===== src/rtl/safs_pkg.sv =====
// Shared types and constants for the sprite animation frame sequencer.
// Used by safs_ctrl, safs_dp and the top level; depends on nothing.
package safs_pkg;

    localparam int TICK_W        = 32;
    localparam int FPS_W         = 24;
    localparam int ACC_W         = 31;
    localparam int FRAME_W       = 16;
    localparam int SLOT_W        = 5;
    localparam int CMD_W         = 3;
    localparam int FRAC_BITS     = 16;
    localparam int WHOLE_W       = ACC_W - FRAC_BITS;
    localparam int PROD_W        = TICK_W + FPS_W;
    localparam int TICKS_PER_SEC = 60;
    localparam int REM60_W       = 6;
    localparam int DIGIT_W       = 4;
    localparam int DIV_STEPS     = PROD_W / DIGIT_W;
    localparam int SPAN_W        = FRAME_W + 1;
    localparam int MOD_DIGIT_W   = 2;
    localparam int MOD_IN_W      = WHOLE_W + 1;
    localparam int MOD_STEPS     = MOD_IN_W / MOD_DIGIT_W;
    localparam int CNT_W         = 4;

    typedef enum logic [CMD_W-1:0] {
        CMD_LOOP  = 3'd0,
        CMD_ONCE  = 3'd1,
        CMD_PING  = 3'd2,
        CMD_RESET = 3'd3,
        CMD_DONE  = 3'd4
    } t_cmd;

    typedef enum logic [2:0] {
        ST_IDLE,
        ST_READ,
        ST_MUL,
        ST_DIV,
        ST_ACC,
        ST_MOD,
        ST_FIN
    } t_state;

    // Commands from the controller to the datapath, one per step.
    typedef struct packed {
        logic load;
        logic rd;
        logic mul;
        logic div;
        logic acc;
        logic mod;
        logic fin;
    } t_dp_cmd;

    // Status from the datapath back to the controller.
    typedef struct packed {
        logic adv;
    } t_dp_stat;

endpackage


===== src/rtl/safs_ctrl.sv =====
// Sequencing state machine of the sprite animation frame sequencer.
// Depends on safs_pkg; drives safs_dp through t_dp_cmd.
module safs_ctrl import safs_pkg::*; (
    input  logic     i_clk,
    input  logic     i_rst_n,
    input  logic     i_start,
    input  t_dp_stat i_stat,
    output logic     o_busy,
    output t_dp_cmd  o_cmd
);

    t_state             r_state, n_state;
    logic [CNT_W-1:0]   r_cnt, n_cnt;

    always_ff @(posedge i_clk) begin
        if (!i_rst_n) begin
            r_state <= ST_IDLE;
            r_cnt   <= '0;
        end else begin
            r_state <= n_state;
            r_cnt   <= n_cnt;
        end
    end

    always_comb begin
        n_state = r_state;
        n_cnt   = r_cnt;
        o_cmd   = '0;
        case (r_state)
            ST_IDLE: begin
                if (i_start) begin
                    o_cmd.load = 1'b1;
                    n_state    = ST_READ;
                end
            end
            ST_READ: begin
                o_cmd.rd = 1'b1;
                n_cnt    = '0;
                n_state  = i_stat.adv ? ST_MUL : ST_MOD;
            end
            ST_MUL: begin
                o_cmd.mul = 1'b1;
                n_cnt     = '0;
                n_state   = ST_DIV;
            end
            ST_DIV: begin
                o_cmd.div = 1'b1;
                n_cnt     = r_cnt + 1'b1;
                if (r_cnt == CNT_W'(DIV_STEPS - 1)) begin
                    n_state = ST_ACC;
                end
            end
            ST_ACC: begin
                o_cmd.acc = 1'b1;
                n_cnt     = '0;
                n_state   = ST_MOD;
            end
            ST_MOD: begin
                o_cmd.mod = 1'b1;
                n_cnt     = r_cnt + 1'b1;
                if (r_cnt == CNT_W'(MOD_STEPS - 1)) begin
                    n_state = ST_FIN;
                end
            end
            ST_FIN: begin
                o_cmd.fin = 1'b1;
                n_state   = ST_IDLE;
            end
            default: begin
                n_state = ST_IDLE;
            end
        endcase
    end

    assign o_busy = (r_state != ST_IDLE);

`ifndef SYNTHESIS
    a_start_reads: assert property (@(posedge i_clk) disable iff (!i_rst_n)
        (i_start && r_state == ST_IDLE) |=> r_state == ST_READ)
        else $error("accepted item did not enter the read step");

    a_div_count: assert property (@(posedge i_clk) disable iff (!i_rst_n)
        r_state == ST_DIV |-> r_cnt < CNT_W'(DIV_STEPS))
        else $error("divide step counter ran past its length");

    a_mod_entry: assert property (@(posedge i_clk) disable iff (!i_rst_n)
        (r_state == ST_MOD && $past(r_state) != ST_MOD) |->
        ($past(r_state) == ST_ACC || $past(r_state) == ST_READ))
        else $error("modulo step entered from an unexpected state");
`endif

endmodule


===== src/rtl/safs_dp.sv =====
// Datapath of the sprite animation frame sequencer: slot store, multiplier,
// divide-by-60 and modulo units, frame mapping. Depends on safs_pkg.
module safs_dp import safs_pkg::*; #(
    parameter int SLOT_COUNT = 32
) (
    input  logic               i_clk,
    input  logic               i_rst_n,
    input  t_dp_cmd            i_cmd,
    output t_dp_stat           o_stat,
    input  logic [CMD_W-1:0]   i_item_cmd,
    input  logic [SLOT_W-1:0]  i_slot,
    input  logic [FRAME_W-1:0] i_first_frame,
    input  logic [FRAME_W-1:0] i_last_frame,
    input  logic [FPS_W-1:0]   i_rate_fps,
    input  logic [TICK_W-1:0]  i_now_tick,
    output logic [FRAME_W-1:0] o_frame_index,
    output logic               o_done_flag,
    output logic               o_strobe
);

    localparam int IDX_W = (SLOT_COUNT > 1) ? $clog2(SLOT_COUNT) : 1;

    typedef struct packed {
        logic [TICK_W-1:0] prev_tick;
        logic [ACC_W-1:0]  accum;
    } t_slot_word;

    // Captured item.
    logic [CMD_W-1:0]   r_cmd;
    logic [SLOT_W-1:0]  r_slot;
    logic [FRAME_W-1:0] r_lo, r_hi;
    logic [FPS_W-1:0]   r_fps;
    logic [TICK_W-1:0]  r_now;

    t_slot_word         mem [SLOT_COUNT];
    t_slot_word         r_rd;
    logic [SLOT_COUNT-1:0] r_seeded, r_finished;

    logic [PROD_W-1:0]  r_prod;
    logic [PROD_W-1:0]  r_quot;
    logic [REM60_W-1:0] r_rem;
    logic [ACC_W-1:0]   r_base;
    logic [WHOLE_W-1:0] r_n;
    logic [MOD_IN_W-1:0] r_mn;
    logic [SPAN_W-1:0]  r_mrem;

    logic [FRAME_W-1:0] r_frame;
    logic               r_done;
    logic               r_strobe;

    logic               ok;
    logic [IDX_W-1:0]   idx;
    logic               seeded_cur;
    logic [FRAME_W-1:0] span_m1;
    logic [SPAN_W-1:0]  span, period, mod_d;
    logic [TICK_W-1:0]  elapsed;
    logic [9:0]         dv_x, dv_sub;
    logic [DIGIT_W-1:0] dv_dig;
    logic [TICK_W-1:0]  acc_sum;
    logic [ACC_W-1:0]   acc_new;
    logic [SPAN_W+1:0]  md_x, md_d1, md_d2, md_d3, md_sub;
    logic               once_end;
    logic [FRAME_W-1:0] frame_next;
    logic               done_next;

    assign ok         = (32'(r_slot) < SLOT_COUNT);
    assign idx        = IDX_W'(r_slot);
    assign seeded_cur = ok && r_seeded[idx];
    assign span_m1    = r_hi - r_lo;
    assign span       = {1'b0, span_m1} + 1'b1;
    assign period     = {span_m1, 1'b0};
    assign mod_d      = (r_cmd == CMD_PING) ? period : span;

    always_comb begin
        o_stat.adv = 1'b0;
        case (r_cmd)
            CMD_LOOP, CMD_ONCE: o_stat.adv = ok;
            CMD_PING:           o_stat.adv = ok && (span_m1 != '0);
            default:            o_stat.adv = 1'b0;
        endcase
    end

    // Item capture; a reversed range is stored swapped.
    always_ff @(posedge i_clk) begin
        if (i_cmd.load) begin
            r_cmd  <= i_item_cmd;
            r_slot <= i_slot;
            r_fps  <= i_rate_fps;
            r_now  <= i_now_tick;
            if (i_last_frame < i_first_frame) begin
                r_lo <= i_last_frame;
                r_hi <= i_first_frame;
            end else begin
                r_lo <= i_first_frame;
                r_hi <= i_last_frame;
            end
        end
    end

    // Slot store: one read port and one write port, read data registered.
    always_ff @(posedge i_clk) begin
        if (i_cmd.acc) begin
            mem[idx] <= '{prev_tick: r_now, accum: acc_new};
        end
        if (i_cmd.rd) begin
            r_rd <= mem[idx];
        end
    end

    assign elapsed = seeded_cur ? (r_now - r_rd.prev_tick) : '0;

    // One radix-16 digit of the divide by 60 per step.
    always_comb begin
        dv_x   = {r_rem, r_prod[PROD_W-1 -: DIGIT_W]};
        dv_dig = '0;
        for (int k = 1; k < 16; k++) begin
            if (dv_x >= 10'(k * TICKS_PER_SEC)) begin
                dv_dig = DIGIT_W'(k);
            end
        end
        dv_sub = 10'(dv_dig) * 10'(TICKS_PER_SEC);
    end

    // Accumulate with saturation at the all-ones maximum of the accumulator.
    assign acc_sum = {1'b0, r_base} + r_quot[TICK_W-1:0];
    assign acc_new = ((|r_quot[PROD_W-1:ACC_W]) || acc_sum[TICK_W-1]) ?
                     {ACC_W{1'b1}} : acc_sum[ACC_W-1:0];

    // One radix-4 digit of the modulo by span or period per step.
    always_comb begin
        md_x  = {r_mrem, r_mn[MOD_IN_W-1 -: MOD_DIGIT_W]};
        md_d1 = {2'b00, mod_d};
        md_d2 = {1'b0, mod_d, 1'b0};
        md_d3 = md_d1 + md_d2;
        if (md_x >= md_d3) begin
            md_sub = md_d3;
        end else if (md_x >= md_d2) begin
            md_sub = md_d2;
        end else if (md_x >= md_d1) begin
            md_sub = md_d1;
        end else begin
            md_sub = '0;
        end
    end

    always_ff @(posedge i_clk) begin
        if (i_cmd.rd) begin
            r_n    <= '0;
            r_mn   <= '0;
            r_mrem <= '0;
        end
        if (i_cmd.mul) begin
            r_prod <= PROD_W'(elapsed) * PROD_W'(r_fps);
            r_base <= seeded_cur ? r_rd.accum : '0;
            r_rem  <= '0;
            r_quot <= '0;
        end
        if (i_cmd.div) begin
            r_rem  <= REM60_W'(dv_x - dv_sub);
            r_quot <= {r_quot[PROD_W-DIGIT_W-1:0], dv_dig};
            r_prod <= r_prod << DIGIT_W;
        end
        if (i_cmd.acc) begin
            r_n    <= acc_new[ACC_W-1:FRAC_BITS];
            r_mn   <= {1'b0, acc_new[ACC_W-1:FRAC_BITS]};
            r_mrem <= '0;
        end
        if (i_cmd.mod) begin
            r_mrem <= SPAN_W'(md_x - md_sub);
            r_mn   <= r_mn << MOD_DIGIT_W;
        end
    end

    assign once_end = ({1'b0, r_n} >= span_m1);

    always_comb begin
        frame_next = '0;
        done_next  = 1'b0;
        case (r_cmd)
            CMD_LOOP: begin
                frame_next = r_lo + r_mrem[FRAME_W-1:0];
                done_next  = ok && r_finished[idx];
            end
            CMD_ONCE: begin
                frame_next = once_end ? r_hi : (r_lo + FRAME_W'(r_n));
                done_next  = ok && (r_finished[idx] || once_end);
            end
            CMD_PING: begin
                if (span_m1 == '0) begin
                    frame_next = r_lo;
                end else if (r_mrem >= span) begin
                    frame_next = r_lo + FRAME_W'(period - r_mrem);
                end else begin
                    frame_next = r_lo + r_mrem[FRAME_W-1:0];
                end
                done_next = ok && r_finished[idx];
            end
            CMD_RESET: begin
                done_next = 1'b0;
            end
            CMD_DONE: begin
                done_next = ok && r_finished[idx];
            end
            default: begin
                done_next = 1'b0;
            end
        endcase
    end

    // Per-slot flags, cleared at reset.
    always_ff @(posedge i_clk) begin
        if (!i_rst_n) begin
            r_seeded   <= '0;
            r_finished <= '0;
        end else begin
            if (i_cmd.acc) begin
                r_seeded[idx] <= 1'b1;
                if (!seeded_cur) begin
                    r_finished[idx] <= 1'b0;
                end
            end
            if (i_cmd.fin && ok) begin
                if (r_cmd == CMD_RESET) begin
                    r_seeded[idx]   <= 1'b0;
                    r_finished[idx] <= 1'b0;
                end else if (r_cmd == CMD_ONCE && once_end) begin
                    r_finished[idx] <= 1'b1;
                end
            end
        end
    end

    always_ff @(posedge i_clk) begin
        if (i_cmd.fin) begin
            r_frame <= frame_next;
            r_done  <= done_next;
        end
    end

    always_ff @(posedge i_clk) begin
        if (!i_rst_n) begin
            r_strobe <= 1'b0;
        end else begin
            r_strobe <= i_cmd.fin;
        end
    end

    assign o_frame_index = r_frame;
    assign o_done_flag   = r_done;
    assign o_strobe      = r_strobe;

`ifndef SYNTHESIS
    a_strobe_single: assert property (@(posedge i_clk) disable iff (!i_rst_n)
        r_strobe |=> !r_strobe)
        else $error("result strobe held for more than one cycle");

    a_rem60_range: assert property (@(posedge i_clk) disable iff (!i_rst_n)
        i_cmd.div |-> r_rem < REM60_W'(TICKS_PER_SEC))
        else $error("divide-by-60 remainder out of range");

    a_reset_no_done: assert property (@(posedge i_clk) disable iff (!i_rst_n)
        (r_strobe && r_cmd == CMD_RESET) |-> !r_done)
        else $error("slot reset reported a done flag");
`endif

endmodule


===== src/rtl/sprite_animation_frame_sequencer.sv =====
// Top level of the sprite animation frame sequencer.
// Depends on safs_pkg, safs_ctrl and safs_dp.
//
// Usage: present an item on the i_ ports with start high; it is taken at a
// rising edge where busy is low. Each item names a slot and a command (loop,
// once or ping-pong query, slot reset, done read). Exactly one result comes
// back per item: o_frame_index and o_done_flag are valid for the single
// cycle in which o_strobe is high. The receiver cannot hold a result off,
// so it must capture it in that cycle.
//
// Sequence: a query that advances its slot is answered after the read,
// multiply, 14 radix-16 divide-by-60 steps, accumulate, 8 radix-4 modulo
// steps and result. Other items go through the read, the modulo steps and
// the result. busy drops in the cycle that shows the result, so the next
// item can be taken there, but not while busy is high. The iterative divide
// by 60 and the modulo by the frame span set the length of an item.
//
// Reset (synchronous, active low) clears every slot's seeded and finished
// flag at once; the tick and accumulator store needs no clearing because
// an unseeded slot never reads it. No clearing pass is needed.
module sprite_animation_frame_sequencer import safs_pkg::*; #(
    parameter int SLOT_COUNT = 32
) (
    input  logic               i_clk,
    input  logic               i_rst_n,
    input  logic               start,
    output logic               busy,
    input  logic [CMD_W-1:0]   i_cmd,
    input  logic [SLOT_W-1:0]  i_slot,
    input  logic [FRAME_W-1:0] i_first_frame,
    input  logic [FRAME_W-1:0] i_last_frame,
    input  logic [FPS_W-1:0]   i_rate_fps,
    input  logic [TICK_W-1:0]  i_now_tick,
    output logic [FRAME_W-1:0] o_frame_index,
    output logic               o_done_flag,
    output logic               o_strobe
);

    // Commands flow from the controller; the datapath answers with whether
    // the captured item advances a slot's accumulator.
    t_dp_cmd  dp_cmd;
    t_dp_stat dp_stat;

    safs_ctrl u_ctrl (
        .i_clk   (i_clk),
        .i_rst_n (i_rst_n),
        .i_start (start),
        .i_stat  (dp_stat),
        .o_busy  (busy),
        .o_cmd   (dp_cmd)
    );

    safs_dp #(
        .SLOT_COUNT (SLOT_COUNT)
    ) u_dp (
        .i_clk         (i_clk),
        .i_rst_n       (i_rst_n),
        .i_cmd         (dp_cmd),
        .o_stat        (dp_stat),
        .i_item_cmd    (i_cmd),
        .i_slot        (i_slot),
        .i_first_frame (i_first_frame),
        .i_last_frame  (i_last_frame),
        .i_rate_fps    (i_rate_fps),
        .i_now_tick    (i_now_tick),
        .o_frame_index (o_frame_index),
        .o_done_flag   (o_done_flag),
        .o_strobe      (o_strobe)
    );

endmodule


===== config.mk =====
export PLATFORM = sky130hd
export DESIGN_NAME = sprite_animation_frame_sequencer
export DESIGN_NICKNAME = d
export VERILOG_FILES = /design/src/rtl/safs_pkg.sv /design/src/rtl/safs_ctrl.sv /design/src/rtl/safs_dp.sv /design/src/rtl/sprite_animation_frame_sequencer.sv
export SDC_FILE = /design/constraint.sdc
export NUM_CORES = 2
export LEC_CHECK = 0
export BUFFER_PORTS_ARGS = -buffer_cell sky130_fd_sc_hd__buf_2
export CORE_MARGIN = 3
export CORE_UTILIZATION = 42
export DETAILED_ROUTE_END_ITERATION = 10
export PLACE_DENSITY = 0.56
export SLEW_MARGIN = 20
export SYNTH_ARGS = -nofsm -noshare
export SYNTH_HDL_FRONTEND = slang
export SYNTH_SLANG_ARGS = --single-unit

===== constraint.sdc =====
create_clock -name i_clk -period 13.8 [get_ports i_clk]
set_clock_uncertainty 0.2 [all_clocks]
set_input_delay 0.69 -clock i_clk [delete_from_list [all_inputs] [get_ports i_clk]]
set_output_delay 0.69 -clock i_clk [all_outputs]
set_load 0.01 [all_outputs]

# ---- Yosys cells after proc, flatten, opt, wreduce, memory -nomap -nowiden
# Memories as Yosys holds them, arrays and structs flattened. A register that Yosys moved wholly into a read port is not among the register bits.
# Index checks and enable logic that the tools add are counted.
dict set report totals {
  ff_bits 382
  out_inout_bits 19
  ramBits 2016
  inputBits 99
  rom_bits 0
  memories 1
  latch_bits 0
}
# name words word_bits rd rd_clocked_by_memory_dff write_ports line
set mem_list {}
lappend mem_list {u_dp.mem 32 63 1 1 1 safs_dp.sv:35} ;# t_slot_word mem [SLOT_COUNT];
dict set report op_classes {
  div_mod_pow 0
  multipliers 2
  n_bitwise 6
  n_mux 75
  n_reduce_logical 19
  shifts 0
  addsub 12
  n_eq_ne 15
  order_cmp 23
}
# cell count
set ops {}
lappend ops {{$mux 32} 11}
lappend ops {{$mux 56} 4}
lappend ops {{$mux 16} 8}
lappend ops {{$mux 17} 7}
lappend ops {{$and 32x32->32} 3}
lappend ops {{$ge 10x10->1 const B} 7}
lappend ops {{$or 32x32->32} 2}
lappend ops {{$mul 32x24->56} 1}
lappend ops {{$pmux 16 s3} 1}
lappend ops {{$ge 10x9->1 const B} 4}
lappend ops {{$add 16x16->16} 2}
lappend ops {{$add 31x32->32} 1}
lappend ops {{$mux 4} 8}
lappend ops {{$not 32->32} 1}
lappend ops {{$sub 16x16->16} 2}
lappend ops {{$sub 32x32->32} 1}
lappend ops {{$mux 31} 1}
lappend ops {{$mux 15} 2}
lappend ops {{$reduce_or 25->1} 1}
lappend ops {{$mux 3} 8}
lappend ops {{$ge 10x8->1 const B} 2}
lappend ops {{$add 17x18->19} 1}
lappend ops {{$ge 19x17->1} 1}
lappend ops {{$ge 19x18->1} 1}
lappend ops {{other kinds (39)} 72}

# ---- Depth between registers and ports, before layout
dict set report logic_depth {
  ltp_word 19
  mapped_depth 44
  mapped_depth_nobuf 43
}

# ---- Modules after synthesis
# A second synthesis with hierarchy kept.
dict set report unflattened {
  hier_cells 8867
  area_unflattened_um2 129874.6
}
# mod area_per_inst_um2 cells_each n_inst seq_area_each_um2
set by_module_without_submodules {}
lappend by_module_without_submodules {safs_dp 129336.5 8797 1 72980.0}
lappend by_module_without_submodules {safs_ctrl 538.0 70 1 140.1}

# ---- Least setup slack after synthesis
# Ideal clock, no wire load.
dict set report synth_timing {
  path_kind {flip-flop to flip-flop}
  start {register u_dp.r_now[0]}
  end {register u_dp.r_prod[45], data pin}
  stages_incl_launch_ff 39
  t_required_ps 13333
  path_buffers 3
  slack_ps 3944
  arrival_time_ps 9389
  period_less_slack_ps 9856
  path_cell_list {edfxtp_1 -> inv_1 -> ha_1 -> fa_1 -> nor2b_1 -> o2111ai_1 -> nand3_1 -> a211oi_1 -> o31ai_1 -> a21o_1 -> a21o_1 -> a21boi_0 -> nor2_1 -> clkbuf_1 -> clkbuf_1 -> nor3_1 -> fa_1 -> fa_1 -> (+3 left out) -> inv_1 -> fa_1 -> fa_1 -> inv_1 -> fa_1 -> inv_1 -> ha_1 -> clkbuf_1 -> a21oi_1 -> o21ai_0 -> a21o_1 -> a21o_1 -> a311o_1 -> a41oi_1 -> o22ai_1 -> o21ai_0 -> xor2_1 -> o21ai_0}
}
dict set report synth_via {
  elab_chain_cells 5
}
# element line
set synth_lines {}
lappend synth_lines {{start: declaration} safs_dp.sv:33} ;# logic [TICK_W-1:0] r_now;
lappend synth_lines {{start signal: assignment} safs_dp.sv:89} ;# r_now <= i_now_tick;
lappend synth_lines {{$sub 32x32->32} safs_dp.sv:110} ;# assign elapsed = seeded_cur ? (r_now - r_rd.prev_tick) : '0;
lappend synth_lines {{$mux 32} safs_dp.sv:110}
lappend synth_lines {{$mul 32x24->56} safs_dp.sv:153} ;# r_prod <= PROD_W'(elapsed) * PROD_W'(r_fps);
lappend synth_lines {{$mux 56} safs_dp.sv:152} ;# if (i_cmd.mul) begin
lappend synth_lines {{$mux 56} safs_dp.sv:158} ;# if (i_cmd.div) begin
lappend synth_lines {{end signal: assignment} safs_dp.sv:153}
lappend synth_lines {{end signal: assignment} safs_dp.sv:161} ;# r_prod <= r_prod << DIGIT_W;
lappend synth_lines {{end: declaration} safs_dp.sv:39} ;# logic [PROD_W-1:0] r_prod;
# Every way passes these cells. The select of a mux whose other input is x is not followed.
# A chain may end at the register's enable or synchronous reset.

# ---- Worst setup path in the final report
# Ends and elaborated chain as after synthesis.

==> results.cfg <==
[critical_path]
worstSetupEndpointType = flop
critPathMaxFanout = 33
path_common_cell = fa_1
path_delay_family = adder cells
cp_slowest_cell = edfxtp_1
start_kind = flop
critPathRequiredTime_ns = 14.18
crit_arrival_ns = 12.53
cp_num_buf_inv = 7
worstSetupPathType = reg -> reg
cpPeakStageDelay_ns = 0.94

[cells_and_area]
drive_gt1_frac = 0.151
area_growth_syn_to_layout_pct = 12.3
fillers = 26800
multi_input_area_sq_mm = 0.0523
regArea_sq_mm = 0.0731
nNetsFinal = 10600
postLayoutCoreUtil = 0.476

[placed_design]
hpwl_um = 253000
io_buffer_count = 117
gp_congestion = 0.939

[route]
drtIter0Drc = 8998
postRouteWirelength_um = 406000
vias = 81500
ant_nets = 0
post-route-drc-count = 0
wl_per_cell_um = 29.7
vias_per_cell = 5.96
dr.pass1.iters = 8

[sta]
slew-limit-headroom = 0.209
hold_viol = 0
tightestPinTransition_ns = 1.18
worst_hold_slack_ns = 0.0632
fin_crit_ns = 12.15
rsz0062_at_grt = false
clock.fmax_ghz = 0.0823
drv_slew = 0
tns_ns = 0
setup_viol = 0
fin_crit_sh = 0.881

[clock_tree]
cts-resized-gates = 0
clk_latency_ns = 0.91
cts_tree = yes
clk_pin_slew_ns = 0.06
numCtsBuffers = 275
htree_levels = 5
numClockSinks = 2461
clockRootBuffer = clkbuf_16
cts.path.max_buffers = 4

[logic_synthesis]
netlist.top_cell.by_area = edfxtp_1
yosys_register_bits = 2461
postSynthCellCount = 9112
syn_area_sq_mm = 0.130
synth_warnings = 0
synthArstFlopShare = 0
synth_ff_type = edfxtp_1
yosysMostFrequentCell = edfxtp_1
synth_seq_area_share = 0.561
synth_edf_count = 2383
synth_top_area_frac = 0.549
ys_top_cells_by_area = edfxtp_1 (55%), fa_1 (10%), mux4_2 (9.0%), ha_1 (4.3%), inv_1 (2.8%)
synth_fp_nets = 10300
ys_types = 91
avgSynthCellArea_sq_um = 14.3
synth_common_cells = edfxtp_1 (2383), inv_1 (972), fa_1 (681)

[run_status]
status = finished clean

[global_route]
grt.total_usage = 0.254
grt_max_degree = 126
grt_pass1_wl_um = 588000
grt.overflow.total = 0
antenna_found_initial = 15
grt_pass1_vias = 83000

[floorplanning]
start_util = 0.424
die_area_sq_mm = 0.317
core.rowCount = 203
coreArea_sq_mm = 0.307
ios = 118
die_width_um = 563
die_h_um = 563

[power]
peakVddDrop_mv = 0.280
leakage_nw = 53.8
cellPowerDensity_mw_per_mm2 = 200

[hold_path]
holdCritPathClass = in -> reg

[flow_run]
cap_viol_max_count = 0
==> per-layer routing <==
layer / vias to the layer above / part of all wire / global-route usage / routed length (um)
met5: - / 0 / 0 / 0
met4: 0 / 0.033 / 0.0760 / 13400
met3: 725 / 0.076 / 0.0370 / 30800
met2: 3589 / 0.47 / 0.411 / 193000
met1: 42900 / 0.42 / 0.357 / 169000
li1: 34300 / - / - / -
==> power by group <==
group	switching, W	total [W]	leakage (nW)	internal (W)
registers	0.000434	0.00930	21.8	0.00887
clock network	0.00305	0.00721	4.30	0.00416
logic	0.00827	0.0128	27.7	0.00451
total	0.0118	0.0293	53.8	0.0175
==> cell usage in the layout, fill, tap and decap left out, types with 80 or more instances in the layout <==
master,n
a21o_1,126
a21oi_1,236
a22oi_1,294
and2_1,113
and3_1,242
buf_2,117
buf_4,236
clkbuf_16,280
edfxtp_1,2383
fa_1,681
ha_1,443
inv_1,971
mux4_2,520
nand2_1,623
nand3_1,140
nand4_1,118
nor2_1,387
nor3_1,80
o21ai_0,200
xnor2_1,105
==> area by class of cell <==
| class | instances | area share |
|---|---|---|
| sequential | 2461 | 0.500 |
| multi-input combinational | 5187 | 0.357 |
| clock buffer | 338 | 0.0497 |
| tap | 4100 | 0.0350 |
| inverter | 975 | 0.0250 |
| timing repair buffer | 441 | 0.0227 |
| clock inverter | 155 | 0.0103 |
| antenna | 18 | 0.000308 |
==> repair_timing <==
item                                   CTS  global route
setup buffers                            0             0
hold buffers                            78             0
endpoints found under the hold margin   76             0
==> tightest hold or removal path, cell delays in order <==
cell and delay [ns]:
buf_2 0.13, a22oi_1 0.10, nand3_1 0.08
==> logic make-up (layout without fill, tap and decap cells) <==
group	count (synthesis)	count (layout)	synth area share
other	0	18	0
and+or+nand+nor	1971	1971	0.0737
DFF	2461	2461	0.561
muxes	559	559	0.0929
buffers and inverters	1464	1909	0.0422
adders and majority gates	1126	1126	0.147
xor gates and xnor gates	188	188	0.0127
AOI/OAI and AO/OA	1343	1343	0.0705
==> flip-flops by register name, summed over array words and instances, names as in the netlist <==
name,count
u_ctrl.r_cnt,4
u_dp.r_quot,56
u_dp.r_seeded,32
u_dp.r_base,31
u_dp.o_done_flag,1
u_dp.r_mn,16
u_dp.r_cmd,3
u_dp.r_mrem,17
u_dp.r_rem,6
u_dp.r_rd,63
u_dp.o_strobe,1
u_dp.mem,2016
u_dp.r_finished,32
u_dp.r_prod,56
u_dp.r_now,32
u_dp.r_lo,16
u_dp.r_hi,16
u_dp.idx,5
u_dp.o_frame_index,16
u_dp.r_n,15
u_ctrl.r_state,3
u_dp.r_fps,24
==> through the flow <==
| step | area (sq um) | power [W] | worst slack [ns] | cells |
|---|---|---|---|---|
| detailed placement | 137000 | 0.0220 | 1.69 | 13100 |
| CTS | 146000 | 0.0293 | 1.66 | 13700 |
| global placement | 137000 | 0.0218 | 1.97 | 13100 |
| finish | 146000 | 0.0293 | 1.65 | 13700 |
| global route | 146000 | 0.0309 | 0.888 | 13700 |
| floorplan | 130000 | 0.0176 | 3.94 | 9112 |
==> final timing paths <==
check,cells after the start,start,slack (ns),to
max,37,u_dp.r_now[0]$_DFFE_PP_,1.65,u_dp.r_prod[45]$_DFFE_PP_
min,3,i_first_frame[12],0.06,u_dp.r_lo[12]$_DFFE_PP_
max reg2reg,37,u_dp.r_now[0]$_DFFE_PP_,1.65,u_dp.r_prod[45]$_DFFE_PP_
min reg2reg,2,u_dp.r_prod[3]$_SDFFE_PP0P_,0.24,u_dp.r_prod[3]$_SDFFE_PP0P_
No activity file was read; power rests on OpenSTA's default activity.
